File: src/rtl/dtg_pkg.sv
// shared types and constants for the depth to gray normalizer
// no dependencies
package dtg_pkg;

   localparam int DEPTH_BITS = 16;
   localparam int NUM_BITS   = DEPTH_BITS + 8;
   localparam int QUEUE_DEPTH = 2;
   localparam int QPTR_BITS  = $clog2(QUEUE_DEPTH);

   localparam logic [7:0]  GRAY_MAX    = 8'd255;
   localparam logic [15:0] LIMIT_RESET = 16'd600;

   localparam logic [1:0] JOB_ZERO = 2'd0;
   localparam logic [1:0] JOB_FULL = 2'd1;
   localparam logic [1:0] JOB_DIV  = 2'd2;

   typedef struct packed {
      logic        req_type;
      logic [15:0] depth_mm;
      logic        frame_last;
   } req_word_type;

   typedef struct packed {
      logic [7:0] gray_level;
      logic       frame_end;
   } rsp_word_type;

   typedef struct packed {
      logic [1:0]            kind;
      logic [DEPTH_BITS-1:0] off;
      logic [DEPTH_BITS-1:0] span;
      logic                  frame_end;
   } job_type;

endpackage

File: src/rtl/depth_to_gray_normalize.sv
// top level of the two-pass depth frame contrast stretch
// depends on dtg_pkg, dtg_front, dtg_queue, dtg_back
//
//   port group   direction  handshake             word
//   req_*        in         req_valid/req_ready   req_word_type
//   rsp_*        out        rsp_valid/rsp_ready   rsp_word_type
//   csr_*        in         csr_wr_en             depth_limit, 16 bit
//
// a measure word is accepted and gives no result
// a render word clamped to 0 or 255 skips the divider in the back end, one that needs the
// divider is loaded in idle, then makes 8 quotient bits, one per cycle, then is handed off
// a two-word queue lets the front keep taking words while the divider works
// reset is synchronous; the depth limit returns to 600 and the scale is cleared
module depth_to_gray_normalize
   import dtg_pkg::*;
(
   input  logic         clock,
   input  logic         reset,
   input  logic         csr_wr_en,
   input  logic [15:0]  csr_wr_data,
   input  logic         req_valid,
   output logic         req_ready,
   input  req_word_type req_word,
   output logic         rsp_valid,
   input  logic         rsp_ready,
   output rsp_word_type rsp_word
);

   logic    job_push, job_pop, queue_full, queue_not_empty;
   job_type push_word, head_word;

   dtg_front u_front (
      .clock       (clock),
      .reset       (reset),
      .csr_wr_en   (csr_wr_en),
      .csr_wr_data (csr_wr_data),
      .req_valid   (req_valid),
      .req_ready   (req_ready),
      .req_word    (req_word),
      .queue_full  (queue_full),
      .job_push    (job_push),
      .job_word    (push_word)
   );

   dtg_queue u_queue (
      .clock     (clock),
      .reset     (reset),
      .push      (job_push),
      .push_word (push_word),
      .pop       (job_pop),
      .full      (queue_full),
      .not_empty (queue_not_empty),
      .head_word (head_word)
   );

   dtg_back u_back (
      .clock     (clock),
      .reset     (reset),
      .job_valid (queue_not_empty),
      .job_word  (head_word),
      .job_pop   (job_pop),
      .rsp_valid (rsp_valid),
      .rsp_ready (rsp_ready),
      .rsp_word  (rsp_word)
   );

endmodule

File: src/rtl/dtg_front.sv
// front end: depth limit register, measure pass min/max tracking, render classification
// depends on dtg_pkg
module dtg_front
   import dtg_pkg::*;
(
   input  logic         clock,
   input  logic         reset,
   input  logic         csr_wr_en,
   input  logic [15:0]  csr_wr_data,
   input  logic         req_valid,
   output logic         req_ready,
   input  req_word_type req_word,
   input  logic         queue_full,
   output logic         job_push,
   output job_type      job_word
);

   logic [15:0]           depth_limit_ff, depth_limit_in;
   logic [DEPTH_BITS-1:0] running_min_ff, running_min_in;
   logic [DEPTH_BITS-1:0] running_max_ff, running_max_in;
   logic [DEPTH_BITS-1:0] scale_base_ff, scale_base_in;
   logic [DEPTH_BITS-1:0] scale_span_ff, scale_span_in;
   logic                  span_valid_ff, span_valid_in;

   logic [DEPTH_BITS-1:0] depth, lim, cur_min, cur_max, capped_max, clamped, offset;
   logic                  accept;

   assign req_ready = !queue_full;
   assign accept    = req_valid && req_ready;
   assign depth     = req_word.depth_mm[DEPTH_BITS-1:0];
   assign lim       = depth_limit_ff[DEPTH_BITS-1:0];

   // measure pass
   always_comb begin
      cur_min = running_min_ff;
      cur_max = running_max_ff;
      if (depth != '0) begin
         if (depth < running_min_ff) cur_min = depth;
         if (depth > running_max_ff) cur_max = depth;
      end
      capped_max = (cur_max > lim) ? lim : cur_max;

      depth_limit_in = csr_wr_en ? csr_wr_data : depth_limit_ff;
      running_min_in = running_min_ff;
      running_max_in = running_max_ff;
      scale_base_in  = scale_base_ff;
      scale_span_in  = scale_span_ff;
      span_valid_in  = span_valid_ff;
      if (accept && !req_word.req_type) begin
         running_min_in = cur_min;
         running_max_in = cur_max;
         if (req_word.frame_last) begin
            scale_base_in = cur_min;
            if (capped_max > cur_min) begin
               scale_span_in = capped_max - cur_min;
               span_valid_in = 1'b1;
            end else begin
               scale_span_in = '0;
               span_valid_in = 1'b0;
            end
            running_min_in = lim;
            running_max_in = '0;
         end
      end
   end

   // render pass classification
   always_comb begin
      clamped = (depth > lim) ? lim : depth;
      offset  = clamped - scale_base_ff;
      job_push = accept && req_word.req_type;
      job_word.off       = offset;
      job_word.span      = scale_span_ff;
      job_word.frame_end = req_word.frame_last;
      if (depth == '0 || !span_valid_ff || scale_span_ff == '0 || clamped <= scale_base_ff)
         job_word.kind = JOB_ZERO;
      else if (offset >= scale_span_ff)
         job_word.kind = JOB_FULL;
      else
         job_word.kind = JOB_DIV;
   end

   always_ff @(posedge clock) begin
      if (reset) begin
         depth_limit_ff <= LIMIT_RESET;
         running_min_ff <= LIMIT_RESET[DEPTH_BITS-1:0];
         running_max_ff <= '0;
         scale_base_ff  <= '0;
         scale_span_ff  <= '0;
         span_valid_ff  <= 1'b0;
      end else begin
         depth_limit_ff <= depth_limit_in;
         running_min_ff <= running_min_in;
         running_max_ff <= running_max_in;
         scale_base_ff  <= scale_base_in;
         scale_span_ff  <= scale_span_in;
         span_valid_ff  <= span_valid_in;
      end
   end

endmodule

File: src/rtl/dtg_queue.sv
// small job queue between front end and divider back end
// depends on dtg_pkg
module dtg_queue
   import dtg_pkg::*;
(
   input  logic    clock,
   input  logic    reset,
   input  logic    push,
   input  job_type push_word,
   input  logic    pop,
   output logic    full,
   output logic    not_empty,
   output job_type head_word
);

   job_type                entry_ff [QUEUE_DEPTH];
   logic [QPTR_BITS-1:0]   wr_ptr_ff, wr_ptr_in;
   logic [QPTR_BITS-1:0]   rd_ptr_ff, rd_ptr_in;
   logic [QPTR_BITS:0]     count_ff, count_in;

   assign full      = (count_ff == QUEUE_DEPTH[QPTR_BITS:0]);
   assign not_empty = (count_ff != '0);
   assign head_word = entry_ff[rd_ptr_ff];

   always_comb begin
      wr_ptr_in = push ? wr_ptr_ff + 1'b1 : wr_ptr_ff;
      rd_ptr_in = pop ? rd_ptr_ff + 1'b1 : rd_ptr_ff;
      count_in  = count_ff;
      if (push && !pop) count_in = count_ff + 1'b1;
      else if (!push && pop) count_in = count_ff - 1'b1;
   end

   always_ff @(posedge clock) begin
      if (push) entry_ff[wr_ptr_ff] <= push_word;
   end

   always_ff @(posedge clock) begin
      if (reset) begin
         wr_ptr_ff <= '0;
         rd_ptr_ff <= '0;
         count_ff  <= '0;
      end else begin
         wr_ptr_ff <= wr_ptr_in;
         rd_ptr_ff <= rd_ptr_in;
         count_ff  <= count_in;
      end
   end

endmodule

File: src/rtl/dtg_back.sv
// back end: restoring divider for 255*off/span and the result register
// depends on dtg_pkg
module dtg_back
   import dtg_pkg::*;
(
   input  logic         clock,
   input  logic         reset,
   input  logic         job_valid,
   input  job_type      job_word,
   output logic         job_pop,
   output logic         rsp_valid,
   input  logic         rsp_ready,
   output rsp_word_type rsp_word
);

   localparam logic [1:0] BK_IDLE = 2'd0;
   localparam logic [1:0] BK_DIV  = 2'd1;
   localparam logic [1:0] BK_HOLD = 2'd2;

   logic [1:0]          state_ff, state_in;
   logic [NUM_BITS-1:0] rem_ff, rem_in;
   logic [NUM_BITS-1:0] dsr_ff, dsr_in;
   logic [2:0]          step_ff, step_in;
   logic [7:0]          quo_ff, quo_in;
   logic                fend_ff, fend_in;
   logic                rsp_valid_ff, rsp_valid_in;
   rsp_word_type        rsp_word_ff, rsp_word_in;

   logic                slot_free;
   logic [NUM_BITS-1:0] off_ext, span_ext;
   logic                fits;

   assign slot_free = !rsp_valid_ff || rsp_ready;
   assign rsp_valid = rsp_valid_ff;
   assign rsp_word  = rsp_word_ff;
   assign off_ext   = {{(NUM_BITS-DEPTH_BITS){1'b0}}, job_word.off};
   assign span_ext  = {{(NUM_BITS-DEPTH_BITS){1'b0}}, job_word.span};
   assign fits      = (rem_ff >= dsr_ff);

   always_comb begin
      state_in     = state_ff;
      rem_in       = rem_ff;
      dsr_in       = dsr_ff;
      step_in      = step_ff;
      quo_in       = quo_ff;
      fend_in      = fend_ff;
      rsp_valid_in = rsp_valid_ff && !rsp_ready;
      rsp_word_in  = rsp_word_ff;
      job_pop      = 1'b0;
      unique case (state_ff)
         BK_IDLE: begin
            if (job_valid) begin
               job_pop = 1'b1;
               fend_in = job_word.frame_end;
               rem_in  = (off_ext << 8) - off_ext;
               dsr_in  = span_ext << 7;
               step_in = 3'd7;
               quo_in  = '0;
               if (job_word.kind == JOB_DIV) begin
                  state_in = BK_DIV;
               end else begin
                  quo_in   = (job_word.kind == JOB_FULL) ? GRAY_MAX : 8'd0;
                  state_in = BK_HOLD;
               end
            end
         end
         BK_DIV: begin
            quo_in = {quo_ff[6:0], fits};
            if (fits) rem_in = rem_ff - dsr_ff;
            dsr_in = dsr_ff >> 1;
            if (step_ff == '0) state_in = BK_HOLD;
            else step_in = step_ff - 1'b1;
         end
         BK_HOLD: begin
            if (slot_free) begin
               rsp_valid_in           = 1'b1;
               rsp_word_in.gray_level = quo_ff;
               rsp_word_in.frame_end  = fend_ff;
               state_in               = BK_IDLE;
            end
         end
         default: state_in = BK_IDLE;
      endcase
   end

   always_ff @(posedge clock) begin
      rem_ff      <= rem_in;
      dsr_ff      <= dsr_in;
      step_ff     <= step_in;
      quo_ff      <= quo_in;
      fend_ff     <= fend_in;
      rsp_word_ff <= rsp_word_in;
   end

   always_ff @(posedge clock) begin
      if (reset) begin
         state_ff     <= BK_IDLE;
         rsp_valid_ff <= 1'b0;
      end else begin
         state_ff     <= state_in;
         rsp_valid_ff <= rsp_valid_in;
      end
   end

endmodule
File: config.mk
export PLATFORM = sky130hd
export DESIGN_NAME = depth_to_gray_normalize
export DESIGN_NICKNAME = d
export VERILOG_FILES = /design/src/rtl/dtg_pkg.sv /design/src/rtl/depth_to_gray_normalize.sv /design/src/rtl/dtg_front.sv /design/src/rtl/dtg_queue.sv /design/src/rtl/dtg_back.sv
export SDC_FILE = /design/constraint.sdc
export NUM_CORES = 1
export LEC_CHECK = 0
export BUFFER_PORTS_ARGS = -buffer_cell sky130_fd_sc_hd__buf_2
export CAP_MARGIN = 20
export CELL_PAD_IN_SITES_DETAIL_PLACEMENT = 0
export CELL_PAD_IN_SITES_GLOBAL_PLACEMENT = 1
export CORE_MARGIN = 2
export CORE_UTILIZATION = 54
export DETAILED_ROUTE_END_ITERATION = 8
export MAX_ROUTING_LAYER = met4
export PLACE_DENSITY = 0.83
export SLEW_MARGIN = 20
export SYNTH_ARGS = -nofsm -noshare
export SYNTH_HDL_FRONTEND = slang
export SYNTH_SLANG_ARGS = --single-unit
File: constraint.sdc
create_clock -name clock -period 14.3 [get_ports clock]
set_input_delay 0.715 -clock clock [delete_from_list [all_inputs] [get_ports clock]]
set_output_delay 0.715 -clock clock [all_outputs]
set_load 0.02 [all_outputs]
==> results_dict.tcl <==
set metrics [dict create \
    crit_path_max_fanout 17 \
    synth-xor-area-share_pct 3.58 \
    tns_ns 0 \
    start_util_pct 55.2 \
    dieArea_um2 28000 \
    synth-async-reset-ratio_pct 0 \
    crit_family "compound AO/OA/AOI/OAI gates" \
    cp_slowest_cell "a21oi_2" \
    status "complete, but fails checks" \
    first_global_vias 11000 \
    area_growth_pct 10.9 \
    routed_wl_mm 35.7 \
    ys_ff_latch 227 \
    p_per_area_nw_per_um2 201 \
    route.detailed.drc 1 \
    numPortBuffers 49 \
    arrival_ns 7.71 \
    synth-compound-area-share_pct 17.0 \
    cts_sinks 227 \
    cp.required_ns 14.73 \
    num_antenna_cells 0 \
    cts.path.max_buffers 3 \
    drive_gt1_share_pct 11.6 \
    synthMuxAreaShare_pct 8.31 \
    path_buf_inv 2 \
    power_frac_seq_pct 30.6 \
    synth_cells 1455 \
    gp_congestion 0.934 \
    antenna_found_initial 0 \
    clock_skew_ns 0.0156 \
    clk_latency_ns 0.54 \
    period_share_pct 50.9 \
    crit_path_frequent_cell "a21oi_1" \
    dp_hpwl_mm 26.3 \
    htreeDepth 1 \
    grt_max_degree 56 \
    worstMarginPinSlew_ns 1.06 \
    cts_setup_buffers 0 \
    irDropWorstVdd_mv 0.0922 \
    drtAntennaViolNets 0 \
    finalMaxSlewViolations 0 \
    drt-initial-drc-count 699 \
    cts_tree "done" \
    synth_top_area_share_pct 28.7 \
    vias 11000 \
    rsz0062_at_grt "false" \
    clkPwrFrac_pct 22.9 \
    yosys.area.top_type "edfxtp_1" \
    drt-pass1-iter-count 7 \
    synth-edff-count 138 \
    critPathLaunchType "flip-flop" \
    post-route-util_pct 61.2 \
    nFillCells 2257 \
    core.rowCount 59 \
    synth_top_family_by_area "compound AO/OA/AOI/OAI gates" \
    root_buffer "clkbuf_16" \
    cts.clk_slew.worst_paths_ns 0.06 \
    swShare_pct 38.8 \
    synth.net_count 1643 \
    core-area_um2 26100 \
    leakage_nw 6.51 \
    synthTopCellsByArea "edfxtp_1, ha_1, dfxtp_1" \
    postCtsHoldBufs 0 \
    via_per_inst 5.91 \
    gr-total-overflow 0 \
    ys.flop_type "edfxtp_1" \
    max_freq_mhz 137 \
    track_usage_pct 26.2 \
    ys_types 70 \
    maxCapViolations 0 \
    hold_slack_ns 0.398 \
    yosysWarnings 0 \
    hold_violations 0 \
    internal_power_mw 1.96 \
    post-route-min-period_ns 7.28 \
    hold_class "primary input to flip-flop" \
    routedWlPerCell_um 19.2 \
    power.switching_mw 1.24 \
    synthAdderAreaFrac_pct 13.1 \
    setup_violations 0 \
    die_h_um 167 \
    synth_area_per_cell_um2 9.91 \
    yosys.area_share.simple_pct 12.0 \
    io_pins 50 \
    crit_path_end_kind "flip-flop" \
    synth_area_um2 14400 \
    cts_resized 0 \
    pwr-share-comb_pct 46.5 \
    grt_first_pass_wirelength_mm 57.3 \
    seq_area_frac_synth_pct 41.1 \
    cpPeakStageDelay_ns 0.80 \
    violations "DRC" \
    cts_buffers 27 \
    die_w_um 167 \
    slew_headroom_pct 29.2 \
    final_nets 1689 \
    crit_type "flip-flop to flip-flop" \
]
layout by cell type, fill, tap and decap left out, drive strengths merged, types with 34 or more instances in the layout:
master / n
a21oi: 84
xnor2: 34
o21ai: 96
nor2: 109
mux2i: 60
mux2: 53
nand2: 69
inv: 140
buf: 65
ha: 146
dfxtp: 89
edfxtp: 138
a21o: 37
final timing paths:
path                                                              from                                      to  slack, ns  cells past startpoint
worst max-delay path            u_front.running_max_ff[1]$_SDFFE_PP0P_  u_front.scale_span_ff[14]$_SDFFE_PP0P_       7.02                     29
worst min-delay path                                    csr_wr_data[6]  u_front.depth_limit_ff[6]$_SDFFE_PP1P_       0.40                      3
worst min register to register              u_back.quo_ff[7]$_DFFE_PP_            u_back.rsp_word[8]$_DFFE_PP_       0.42                      0
worst max register to register  u_front.running_max_ff[1]$_SDFFE_PP0P_  u_front.scale_span_ff[14]$_SDFFE_PP0P_       7.02                     29
area by class of cell:
| cell class | count | area (um^2) | area share (%) |
|---|---|---|---|
| flip-flops and latches | 227 | 5930 | 37.1 |
| well taps | 335 | 419 | 2.62 |
| clock inverters | 17 | 240 | 1.50 |
| inverters | 138 | 518 | 3.24 |
| clock buffers | 32 | 704 | 4.41 |
| repair buffers | 65 | 365 | 2.29 |
| multi-input cells | 1042 | 7810 | 48.9 |
worst register-to-register path, delay by kind of cell (launching register included):
kind	cells	cell delay (ns)
flip-flops	1	0.36
AO/OA/AOI/OAI	17	3.93
adder cells (fa/ha/maj)	4	1.17
multiplexers	2	0.83
buffers and inverters	2	0.35
AND/OR/NAND/NOR	4	0.53
Yosys cell counts, types with 25 or more instances:
cell,n
a22o_1,27
xnor2_1,34
nor3_1,28
nor2_1,109
a21o_1,36
mux2_2,53
o21ai_0,94
edfxtp_1,138
ha_1,146
inv_1,138
clkbuf_1,30
a21oi_1,82
mux2i_1,60
dfxtp_1,89
nand2_1,69
xor2_1,25
state kept, by name, indices dropped and copies added, names as in the netlist, named ones only:
signal	cells
u_queue.entry_ff	70
u_back.rem_ff	24
u_back.dsr_ff	23
u_front.depth_limit_ff	16
u_front.running_max_ff	16
u_front.running_min_ff	16
u_front.scale_base_ff	16
u_front.scale_span_ff	16
u_back.rsp_word	9
u_back.quo_ff	8
u_back.step_ff	3
u_back.state_ff	2
u_queue.count_ff	2
u_back.fend_ff	1
u_back.rsp_valid	1
u_front.span_valid_ff	1
u_queue.rd_ptr_ff	1
u_queue.wr_ptr_ff	1
logic make-up (layout without fill, tap and decap cells):
family | count (synthesis) | after routing
compound gates | 370 | 370
xor+xnor | 59 | 59
fa+ha+maj | 149 | 149
buf+inv | 186 | 252
flops | 227 | 227
mux | 113 | 113
simple gates | 351 | 351
routing by layer:
layer	up-vias	routed length, um	GRT usage, %
li1	5468	-	-
met1	5139	16000	32.7
met2	265	16900	44.2
met3	95	1330	2.74
met4	0	1390	10.1
met5	-	0	-
power by group through the flow:
stage	combinational, mW	sequential, mW	clock [mW]
after CTS	1.48	0.981	0.748
after floorplan	1.10	0.988	0
final	1.49	0.981	0.735
after global routing	1.67	0.996	0.774
after detailed placement	1.47	0.994	0
after global placement	1.45	0.989	0
through the flow:
stage                     power (mW)  area, um^2  setup slack [ns]  cells
after CTS                       3.21       16000              7.05   1856
after floorplan                 2.09       14400              7.59   1455
after detailed placement        2.47       15000              6.58   1807
after global placement          2.44       15000              6.38   1807
after global routing            3.44       16000              6.50   1856
final                           3.21       16000              7.02   1856
No activity file was read; power rests on OpenSTA's default activity.
